===== src/hdl/poqc_pkg.sv =====
// shared constants, beat structs and control types for the opening-proof block
package poqc_pkg;

    localparam int FIELD_BITS   = 32;
    localparam int COUNT_BITS   = 16;
    localparam int DEG_BITS     = 16;
    localparam int CFG_IDX_BITS = 2;
    localparam int BIT_IDX_BITS = $clog2(FIELD_BITS);

    typedef enum logic [CFG_IDX_BITS-1:0] {
        CFG_MODULUS    = 2'd0,
        CFG_SRS_BASE   = 2'd1,
        CFG_MAX_DEGREE = 2'd2
    } t_cfg_idx;

    localparam logic [1:0] STS_OK        = 2'd0;
    localparam logic [1:0] STS_DEG_ZERO  = 2'd1;
    localparam logic [1:0] STS_DEG_LIMIT = 2'd2;

    typedef struct packed {
        logic [FIELD_BITS-1:0] coeff;
        logic [FIELD_BITS-1:0] point_z;
        logic                  last;
    } t_in_beat;

    typedef struct packed {
        logic [FIELD_BITS-1:0] q_commit;
        logic [FIELD_BITS-1:0] value_y;
        logic [FIELD_BITS-1:0] point_out;
        logic [1:0]            status;
    } t_out_beat;

    typedef struct packed {
        logic                    load;
        logic                    red_step;
        logic                    mul_step;
        logic                    finish;
        logic [BIT_IDX_BITS-1:0] bit_idx;
    } t_dp_cmd;

    typedef struct packed {
        logic last;
    } t_dp_stat;

endpackage


===== src/hdl/poqc_ctrl.sv =====
// sequencer: reduce pass, multiply pass, finish step and output valid
module poqc_ctrl
    import poqc_pkg::*;
(
    input  logic     i_clk,
    input  logic     i_rst_n,
    input  logic     i_in_valid,
    output logic     o_in_stall,
    output logic     o_out_valid,
    input  logic     i_out_stall,
    input  t_dp_stat i_stat,
    output t_dp_cmd  o_cmd
);

    typedef enum logic [3:0] {
        ST_IDLE   = 4'b0001,
        ST_REDUCE = 4'b0010,
        ST_MULT   = 4'b0100,
        ST_FINISH = 4'b1000
    } t_state;

    t_state                  r_state, n_state;
    logic [BIT_IDX_BITS-1:0] r_bit, n_bit;
    logic                    r_out_valid, n_out_valid;
    logic                    out_free;

    assign out_free = !r_out_valid || !i_out_stall;

    always_comb begin
        n_state       = r_state;
        n_bit         = r_bit;
        o_cmd         = '0;
        o_cmd.bit_idx = r_bit;
        case (r_state)
            ST_IDLE: begin
                if (i_in_valid) begin
                    o_cmd.load = 1'b1;
                    n_bit      = BIT_IDX_BITS'(FIELD_BITS - 1);
                    n_state    = ST_REDUCE;
                end
            end
            ST_REDUCE: begin
                o_cmd.red_step = 1'b1;
                if (r_bit == '0) begin
                    n_bit   = BIT_IDX_BITS'(FIELD_BITS - 1);
                    n_state = ST_MULT;
                end else begin
                    n_bit = r_bit - BIT_IDX_BITS'(1);
                end
            end
            ST_MULT: begin
                o_cmd.mul_step = 1'b1;
                if (r_bit == '0) begin
                    n_state = ST_FINISH;
                end else begin
                    n_bit = r_bit - BIT_IDX_BITS'(1);
                end
            end
            ST_FINISH: begin
                // a result beat waits for room in the output register
                if (!i_stat.last || out_free) begin
                    o_cmd.finish = 1'b1;
                    n_state      = ST_IDLE;
                end
            end
            default: begin
                n_state = ST_IDLE;
            end
        endcase
    end

    always_comb begin
        n_out_valid = r_out_valid && i_out_stall;
        if (o_cmd.finish && i_stat.last) begin
            n_out_valid = 1'b1;
        end
    end

    always_ff @(posedge i_clk) begin
        if (!i_rst_n) begin
            r_state     <= ST_IDLE;
            r_bit       <= '0;
            r_out_valid <= 1'b0;
        end else begin
            r_state     <= n_state;
            r_bit       <= n_bit;
            r_out_valid <= n_out_valid;
        end
    end

    assign o_in_stall  = (r_state != ST_IDLE);
    assign o_out_valid = r_out_valid;

endmodule


===== src/hdl/poqc_datapath.sv =====
// config registers, bit-serial mod reducers, bit-serial mod multipliers, result register
module poqc_datapath
    import poqc_pkg::*;
(
    input  logic                    i_clk,
    input  logic                    i_rst_n,
    input  logic                    i_cfg_valid,
    input  logic [CFG_IDX_BITS-1:0] i_cfg_index,
    input  logic [FIELD_BITS-1:0]   i_cfg_data,
    input  t_in_beat                i_in_data,
    input  t_dp_cmd                 i_cmd,
    output t_dp_stat                o_stat,
    output t_out_beat               o_out_data
);

    localparam int LANES    = 5;
    localparam int LN_COEFF = 0;
    localparam int LN_POINT = 1;
    localparam int LN_SRS   = 2;
    localparam int LN_RUN   = 3;
    localparam int LN_ACC   = 4;

    function automatic logic [FIELD_BITS-1:0] add_mod(
        input logic [FIELD_BITS-1:0] a,
        input logic [FIELD_BITS-1:0] b,
        input logic [FIELD_BITS-1:0] p
    );
        logic [FIELD_BITS:0] s;
        s = {1'b0, a} + {1'b0, b};
        if (s >= {1'b0, p}) begin
            s = s - {1'b0, p};
        end
        return s[FIELD_BITS-1:0];
    endfunction

    // one restoring step: rem = (2*rem + bit) mod p
    function automatic logic [FIELD_BITS-1:0] shift_mod(
        input logic [FIELD_BITS-1:0] rem,
        input logic                  bit_in,
        input logic [FIELD_BITS-1:0] p
    );
        logic [FIELD_BITS:0] s;
        s = {rem, bit_in};
        if (s >= {1'b0, p}) begin
            s = s - {1'b0, p};
        end
        return s[FIELD_BITS-1:0];
    endfunction

    logic [FIELD_BITS-1:0] r_modulus;
    logic [FIELD_BITS-1:0] r_srs_base;
    logic [DEG_BITS-1:0]   r_max_degree;
    logic [FIELD_BITS-1:0] r_run;
    logic [FIELD_BITS-1:0] r_acc;
    logic [FIELD_BITS-1:0] r_held;
    logic [COUNT_BITS-1:0] r_count;

    logic [FIELD_BITS-1:0] r_coeff;
    logic [FIELD_BITS-1:0] r_z_in;
    logic                  r_first;
    logic                  r_last;
    logic [FIELD_BITS-1:0] r_rem [LANES];
    logic [FIELD_BITS-1:0] r_mul [2];
    t_out_beat             r_out;

    logic [FIELD_BITS-1:0] p_eff;
    logic [FIELD_BITS-1:0] lane_src [LANES];
    logic [FIELD_BITS-1:0] mul_a [2];
    logic [FIELD_BITS-1:0] mul_b [2];
    logic [FIELD_BITS-1:0] run_new;
    logic [FIELD_BITS-1:0] acc_new;
    logic [1:0]            status;

    // a modulus of 0 or 1 acts as 1
    assign p_eff = (r_modulus[FIELD_BITS-1:1] == '0) ? FIELD_BITS'(1) : r_modulus;

    assign lane_src[LN_COEFF] = r_coeff;
    assign lane_src[LN_POINT] = r_first ? r_z_in : r_held;
    assign lane_src[LN_SRS]   = r_srs_base;
    assign lane_src[LN_RUN]   = r_run;
    assign lane_src[LN_ACC]   = r_acc;

    // z * r and acc * s
    assign mul_a[0] = r_rem[LN_POINT];
    assign mul_b[0] = r_rem[LN_RUN];
    assign mul_a[1] = r_rem[LN_ACC];
    assign mul_b[1] = r_rem[LN_SRS];

    assign run_new = add_mod(r_rem[LN_COEFF], r_mul[0], p_eff);
    assign acc_new = add_mod(r_mul[1], run_new, p_eff);

    always_comb begin
        if (&r_count) begin
            status = STS_DEG_LIMIT;
        end else if (r_count == '0) begin
            status = STS_DEG_ZERO;
        end else if ((r_count - COUNT_BITS'(1)) > r_max_degree) begin
            status = STS_DEG_LIMIT;
        end else begin
            status = STS_OK;
        end
    end

    always_ff @(posedge i_clk) begin
        if (!i_rst_n) begin
            r_modulus    <= FIELD_BITS'(32'd2147483647);
            r_srs_base   <= FIELD_BITS'(1);
            r_max_degree <= '1;
            r_run        <= '0;
            r_acc        <= '0;
            r_held       <= '0;
            r_count      <= '0;
        end else begin
            if (i_cfg_valid) begin
                case (i_cfg_index)
                    CFG_MODULUS:    r_modulus    <= i_cfg_data;
                    CFG_SRS_BASE:   r_srs_base   <= i_cfg_data;
                    CFG_MAX_DEGREE: r_max_degree <= i_cfg_data[DEG_BITS-1:0];
                    default: ;
                endcase
            end
            if (i_cmd.finish) begin
                r_held <= r_rem[LN_POINT];
                if (r_last) begin
                    r_run   <= '0;
                    r_acc   <= '0;
                    r_count <= '0;
                end else begin
                    r_run <= run_new;
                    r_acc <= acc_new;
                    if (!(&r_count)) begin
                        r_count <= r_count + COUNT_BITS'(1);
                    end
                end
            end
        end
    end

    always_ff @(posedge i_clk) begin
        if (i_cmd.load) begin
            r_coeff <= i_in_data.coeff;
            r_z_in  <= i_in_data.point_z;
            r_last  <= i_in_data.last;
            r_first <= (r_count == '0);
            r_mul[0] <= '0;
            r_mul[1] <= '0;
            for (int i = 0; i < LANES; i++) begin
                r_rem[i] <= '0;
            end
        end
        if (i_cmd.red_step) begin
            for (int i = 0; i < LANES; i++) begin
                r_rem[i] <= shift_mod(r_rem[i], lane_src[i][i_cmd.bit_idx], p_eff);
            end
        end
        if (i_cmd.mul_step) begin
            for (int k = 0; k < 2; k++) begin
                if (mul_b[k][i_cmd.bit_idx]) begin
                    r_mul[k] <= add_mod(add_mod(r_mul[k], r_mul[k], p_eff), mul_a[k], p_eff);
                end else begin
                    r_mul[k] <= add_mod(r_mul[k], r_mul[k], p_eff);
                end
            end
        end
        if (i_cmd.finish && r_last) begin
            r_out.q_commit  <= (status == STS_OK) ? r_rem[LN_ACC] : '0;
            r_out.value_y   <= run_new;
            r_out.point_out <= r_rem[LN_POINT];
            r_out.status    <= status;
        end
    end

    assign o_stat.last = r_last;
    assign o_out_data  = r_out;

endmodule


===== src/hdl/poly_open_quotient_commit.sv =====
// Streaming opening proof: each coefficient (highest degree first) is reduced mod p and
// folded by synthetic division r = c + z*r, the quotient coefficients are Horner-accumulated
// against the base s, and the beat marked last returns the quotient commitment, P(z), z mod p
// and a status (ok, degree zero, degree over limit). Each coefficient goes through an accept
// step, a bit-serial pass that reduces the coefficient, z, s and the running state mod p in
// parallel lanes, a pass of two bit-serial modular multipliers (z*r and acc*s) and a finish
// step. The input stalls while a coefficient is in work; the result sits in an output
// register so the next polynomial may start while it waits. The configuration port is
// always ready and must be written only while the block is idle; the block does not check.
module poly_open_quotient_commit
    import poqc_pkg::*;
(
    input  logic                    i_clk,
    input  logic                    i_rst_n,
    input  logic                    i_cfg_valid,
    output logic                    o_cfg_ready,
    input  logic [CFG_IDX_BITS-1:0] i_cfg_index,
    input  logic [FIELD_BITS-1:0]   i_cfg_data,
    input  logic                    i_in_valid,
    output logic                    o_in_stall,
    input  t_in_beat                i_in_data,
    output logic                    o_out_valid,
    input  logic                    i_out_stall,
    output t_out_beat               o_out_data
);

    t_dp_cmd  cmd;
    t_dp_stat stat;

    assign o_cfg_ready = 1'b1;

    poqc_ctrl u_ctrl (
        .i_clk       (i_clk),
        .i_rst_n     (i_rst_n),
        .i_in_valid  (i_in_valid),
        .o_in_stall  (o_in_stall),
        .o_out_valid (o_out_valid),
        .i_out_stall (i_out_stall),
        .i_stat      (stat),
        .o_cmd       (cmd)
    );

    poqc_datapath u_datapath (
        .i_clk       (i_clk),
        .i_rst_n     (i_rst_n),
        .i_cfg_valid (i_cfg_valid),
        .i_cfg_index (i_cfg_index),
        .i_cfg_data  (i_cfg_data),
        .i_in_data   (i_in_data),
        .i_cmd       (cmd),
        .o_stat      (stat),
        .o_out_data  (o_out_data)
    );

endmodule

===== config.mk =====
export PLATFORM = sky130hd
export DESIGN_NAME = poly_open_quotient_commit
export DESIGN_NICKNAME = d
export VERILOG_FILES = /design/src/hdl/poqc_pkg.sv /design/src/hdl/poqc_ctrl.sv /design/src/hdl/poqc_datapath.sv /design/src/hdl/poly_open_quotient_commit.sv
export SDC_FILE = /design/constraint.sdc
export NUM_CORES = 2
export LEC_CHECK = 0
export BUFFER_PORTS_ARGS = -buffer_cell sky130_fd_sc_hd__buf_2
export CAP_MARGIN = 20
export CORE_MARGIN = 2
export CORE_UTILIZATION = 57
export DETAILED_ROUTE_END_ITERATION = 16
export GPL_TIMING_DRIVEN = 0
export PLACE_DENSITY_LB_ADDON = 0.1
export SETUP_SLACK_MARGIN = 0.1
export SYNTH_ARGS = -nofsm -noshare
export SYNTH_HDL_FRONTEND = slang
export SYNTH_SLANG_ARGS = --single-unit

===== constraint.sdc =====
create_clock -name i_clk -period 10.2 [get_ports i_clk]
set_input_delay 0.51 -clock i_clk [delete_from_list [all_inputs] [get_ports i_clk]]
set_output_delay 0.51 -clock i_clk [all_outputs]
set_load 0.02 [all_outputs]

; ---- Word-level counts from Yosys, hierarchy flattened
; Memories as Yosys holds them, arrays and structs flattened.
; Cells that the tools add are included.
[totals]
ff_bits = 366
out_inout_bits = 101
mem_count = 2
wordCells = 187
mem_bits_rw = 224
inputBits = 104
[memory_table]
columns = memory, depth, width, rd, rd_clocked_by_memory_dff, write_ports, line_no
row1 = u_datapath.r_rem, 5, 32, 5, 0, 5, poqc_datapath.sv:62  ; logic [FIELD_BITS-1:0] r_rem [LANES];
row2 = u_datapath.r_mul, 2, 32, 2, 0, 2, poqc_datapath.sv:63  ; logic [FIELD_BITS-1:0] r_mul [2];
[classes]
addsub = 20
order_cmp = 13
reduce_logical = 20
n_mux = 92
n_eq_ne = 13
bitwise_logic = 9
[ops]
columns = cell, count
row1 = 32-bit 2-to-1 mux, 41
row2 = 33-bit by 32-bit greater-or-equal comparator with 1-bit output, 11
row3 = 32-bit subtractor, 11
row4 = 32-bit by 32-bit adder with 33-bit output, 6
row5 = 1-bit binary-select mux with 5-bit select, 7
row6 = 16-bit 2-to-1 mux, 2
row7 = 31-bit zero test, 1
row8 = 1-bit 2-to-1 mux, 30
row9 = "16-bit by 1-bit adder with 16-bit output, second input constant", 1
row10 = 16-bit greater-than comparator, 1
row11 = 16-bit zero test, 1
row12 = 4-bit 2-to-1 mux, 4
row13 = 4-bit one-hot mux with 4 select lines, 1
row14 = 16-bit AND reduction, 1
row15 = "16-bit by 1-bit subtractor with 16-bit output, second input constant", 1
row16 = 5-bit 2-to-1 mux, 3
row17 = 5-bit one-hot mux with 3 select lines, 1
row18 = 1-bit OR, 9
row19 = "2-bit by 1-bit inequality test with 1-bit output, second input constant", 4
row20 = 2-bit AND reduction, 4
row21 = "5-bit by 6-bit less-than comparator with 1-bit output, second input constant", 1
row22 = 2-bit 2-to-1 mux, 3
row23 = 5-bit zero test, 1
row24 = "5-bit by 1-bit subtractor with 5-bit output, second input constant", 1
row25 = 15 further kinds, 21

; ---- Longest topological paths before layout
[depth]
word_depth = 13
ltp_mapped = 49

; ---- Cells and area by module
; Synthesis repeated with hierarchy kept, for this count alone.
[hier_totals]
cells_unflattened = 5646
area_unflattened_um2 = 50857.5
[modules_own_cells]
columns = mod, cells_each, instances, seq_area_each_um2, area_per_inst_um2
row1 = poqc_datapath, 5580, 1, 15494.9, 50278.2
row2 = poqc_ctrl, 64, 1, 200.2, 568.0
row3 = poly_open_quotient_commit, 2, 1, 0.0, 11.3

; ---- Least setup slack after synthesis
; No wires, ideal clock.
[synth_path]
kind = reg2reg
start = memory u_datapath.r_rem[0][0]
end = register u_datapath.r_acc[29]
path_slack_ns = 0.669
path_stages_with_launch = 50
synth_period_minus_slack_ns = 9.531
arrival_time_ns = 9.409
cell_sequence = edfxtp_1 -> ha_1 -> inv_1 -> fa_1 -> nor2b_1 -> o31a_1 -> o21ai_0 -> a21oi_1 -> o21ba_2 -> o211ai_1 -> o21ai_0 -> nand2_1 -> xnor2_1 -> ha_1 -> nand3_1 -> nor2_1 -> a221oi_1 -> o21ai_0 -> [... 14 more ...] -> o21ai_0 -> o21a_1 -> nor2_1 -> o21bai_1 -> a21oi_1 -> xnor2_1 -> ha_1 -> a21o_1 -> a21oi_1 -> o21ai_0 -> nor3b_1 -> a21oi_1 -> and4_1 -> a211oi_1 -> o221ai_1 -> xnor2_1 -> nor3_1 -> a221o_1
[synth_rtl]
columns = element, line_no
row1 = "start, declared", poqc_datapath.sv:62
row2 = "end signal, assigned", poqc_datapath.sv:130  ; r_acc <= acc_new;
row3 = "end, declared", poqc_datapath.sv:54  ; logic [FIELD_BITS-1:0] r_acc;

==> run summary <==
sequential cell area fraction in the yosys report = 31.61%
Die X = 299.1 um
clock-pin slew on the worst setup and hold paths = 60 ps
drt wl/cell = 25.22 um
Setup violations, final = 0
asr flop ratio synth = 0%
fin nets = 6,461
Yosys reg bits = 590
cell area after layout = 57,100 um2
num ports = 205
Power, Total = 12,450 uW
1st-iter DRT viols = 4,737
Residual DRC = 0
Max VDD drop = 0.2957 mV
Placed Area = 53,150 um2
Non-Filler Instances = 7,055
Starting Density = 57.41%
Synth Instances = 5,433
CTS root buffer = clkbuf_16
die height = 299.1 um
synthesized area per cell = 9.139 um2
grt total ovfl = 0
share of layout cells above drive strength 1 = 13.22%
CP Launch Point = u_datapath.r_rem[0][0]
GR peak layer = met2
prevailing post-synth register cell = edfxtp_1
first-pass GRT wire length = 261,400 um
period utilization = 97.09%
endpoints failing hold = 0
Post-synth EDFFs = 388
reg2reg end = u_datapath.r_acc[25]
worst path required time = 10,750 ps
antenna cells = 0
Worst path slowest cell = edfxtp_1
row count = 108
Netlist Area Pre-Place = 49,650 um2
die area = 89,490 um2
status = complete, no violations
Netlist cell types = 89
Hold Path Class = in2reg
Worst-Skew Late Latency = 680 ps
delay-heaviest family, CP = compound AO/OA/AOI/OAI gates
initial antenna violation count = 11
Detailed Place HPWL = 134,400 um
GPL Wtd Cong = 1.003
commonest non-fill, non-tap cell in the layout = ha_1
CP Depth = 50
drt first pass iters = 5
Post-Place Cells = 6,835
worst setup margin = 296.4 ps
yosys warns = 0
hold_ws = 15.89 ps
peak fanout along the critical path = 6
leakage dissipation = 0.02474 uW
reg2reg path depth = 50
most frequent cells in the layout = ha_1 (487), nor2_1 (480), nand2_1 (478)
CP Class = reg2reg
met1 usage in global routing = 48.74%
Syn Nets = 6,051
Total GRT Usage = 38.54%
fmax = 101.0 MHz
number of H-tree levels = 3
Port-buffer cells = 203
R2R Setup Slk = 300 ps
Worst path most repeated cell = a21oi_2
Core Box Area = 86,480 um2
Tightest Pin Transition = 1195 ps
Num Clock Sinks = 590
Clock Path Buffers = 3
CP Buf/Inv Count = 5
TritonCTS clock tree = yes
Crit path largest cell delay = 450 ps
RSZ-0062 raised after global routing = yes
max_cap viols = 0
Syn-to-layout area delta = 14.99%
post-DR vias/cell = 6.463
dpl ws = -1730 ps
vias in the first global route = 42,990
Rel. slew slack = 20.31%
TritonCTS Buffers = 72
largest net degree at the start of global routing = 67
vias after detailed routing = 45,600
crit end category = flip-flop
Clock Skews = 28.02 ps
met3 usage = 7.060%
GR Layer Usage met2 = 60.64%
Crit path arrival time = 10,460 ps
final WL = 178,000 um
CP Launch Type = flip-flop
Slew Viols, Final = 0
CP Capture Point = u_datapath.r_acc[25]
pwr dens = 218.1 nW/um2
beginning of the worst register-to-register path = u_datapath.r_rem[0][0]
post-route minimum period = 9904 ps
Routed Antenna Nets = 0
## cell usage after synthesis (all sizes together) (12+ instances only)
master | n | area share [%]
a21o | 238 | 3.6
ha | 499 | 13
nor2 | 485 | 3.7
o31ai | 34 | 0.51
nand2 | 479 | 3.6
nand2b | 62 | 0.78
dfxtp | 202 | 8.1
o211ai | 80 | 1.2
or2 | 13 | 0.16
nor3 | 80 | 0.81
a211oi | 88 | 1.4
a21oi | 449 | 4.5
and3 | 35 | 0.44
nand4 | 70 | 0.88
nor2b | 71 | 0.89
and2 | 53 | 0.67
o21ai | 290 | 2.9
mux2i | 152 | 3.1
inv | 208 | 1.6
a21boi | 87 | 1.3
or3 | 28 | 0.35
o21bai | 59 | 0.89
mux2 | 68 | 1.5
a221o | 14 | 0.28
clkbuf | 150 | 1.1
fa | 15 | 0.60
nand3 | 96 | 0.97
nor4 | 25 | 0.31
o211a | 19 | 0.38
xnor2 | 288 | 5.1
or4 | 12 | 0.19
edfxtp | 388 | 23
buf | 41 | 0.42
o31a | 16 | 0.28
a31oi | 40 | 0.53
a211o | 12 | 0.21
a2111oi | 17 | 0.34
a22o | 42 | 0.74
xor2 | 133 | 2.3
o21a | 83 | 1.3
mux4 | 78 | 3.5
## metrics by stage
| step | setup TNS (ps) | utilization (%) |
|---|---|---|
| after global placement | -317310 | 60.26 |
| after CTS | 0 | 65.19 |
| after global routing | -28.62 | 66.02 |
| after floorplan | 0 | - |
| after detailed placement | -78820 | 61.46 |
| final | 0 | 66.02 |
## logic make-up (layout without fill, tap and decap cells)
kind of cell / Yosys count / after routing / synth area share, %
compound gates: 1658 / 1658 / 22.04
xor+xnor: 421 / 421 / 7.426
fa+ha+maj: 514 / 514 / 13.18
buf+inv: 400 / 867 / 3.137
flops: 590 / 590 / 31.61
mux: 298 / 298 / 8.144
other cells: 1 / 1 / 0.007552
simple gates: 1551 / 1551 / 14.45
## final cells by class
cell class	count	area, um2
Multi-Input combinational cell	4443	33110
Fill cell	7202	29390
Sequential cell	590	15700
Timing Repair Buffer	339	2789
Clock buffer	89	1982
Tap cell	1155	1445
Buffer	188	835.8
Inverter	209	813.3
Clock inverter	42	421.7
## power by group
| part | internal, uW | leakage, uW | switching [uW] |
|---|---|---|---|
| Sequential | 2730 | 0.00536 | 160 |
| Clock | 1480 | 0.00116 | 1150 |
| Combinational | 2740 | 0.0182 | 4190 |
| Total | 6950 | 0.0247 | 5500 |
## worst reg2reg max path: cells and delay by family (launching register included)
kind	cells	cell delay [ps]
buffers and inverters	5	650
XOR/XNOR	3	550
AO/OA/AOI/OAI	27	5200
adder cells (fa/ha/maj)	6	1750
flip-flops	1	450
AND/OR/NAND/NOR	9	1170
## routing by layer
metal / routed length (um) / up-vias / part of all wire (%)
met2: 79230 / 2182 / 45
met5: 59 / - / 0.033
li1: - / 21110 / -
met4: 13200 / 8 / 7.4
met1: 68860 / 21730 / 39
met3: 16600 / 570 / 9.3
## sequential cells by signal, summed over array words and instances, names as in the netlist, 4 cells and up
signal and cells:
u_datapath.r_rem 160, u_datapath.o_out_data 98, u_datapath.r_mul 64, u_datapath.r_acc 32, u_datapath.r_coeff 32, u_datapath.r_held 32
u_datapath.r_modulus 32, u_datapath.r_run 32, u_datapath.r_srs_base 32, u_datapath.r_z_in 32, u_datapath.r_count 16, u_datapath.r_max_degree 16
u_ctrl.r_bit 5, u_ctrl.r_state 4
## how the worst min path moves through the flow
| stage | cells after the start | startpoint | end | slack [ps] |
|---|---|---|---|---|
| after floorplan | 2 | u_datapath.r_acc[10] | u_datapath.r_acc[10] | 420 |
| after global placement | 2 | u_datapath.r_acc[3] | u_datapath.r_acc[3] | 430 |
| final | 1 | i_in_data[61] | u_datapath.r_coeff[28] | 20 |
| after detailed placement | 2 | u_datapath.r_acc[14] | u_datapath.r_acc[14] | 440 |
| after global routing | 1 | i_in_data[61] | u_datapath.r_coeff[28] | 10 |
| after CTS | 1 | i_in_data[9] | u_datapath.r_z_in[8] | 1 |
## repair_timing
item | CTS | global route
gates resized for setup | 90 | 101
setup buffers | 30 | 36
endpoints found under the hold margin | 22 | 0
setup endpoints to repair | 91 | 96
cloned | 0 | 1
hold buffers | 22 | 0
pin swaps | 20 | 44
No activity file was read; power rests on OpenSTA's default activity.
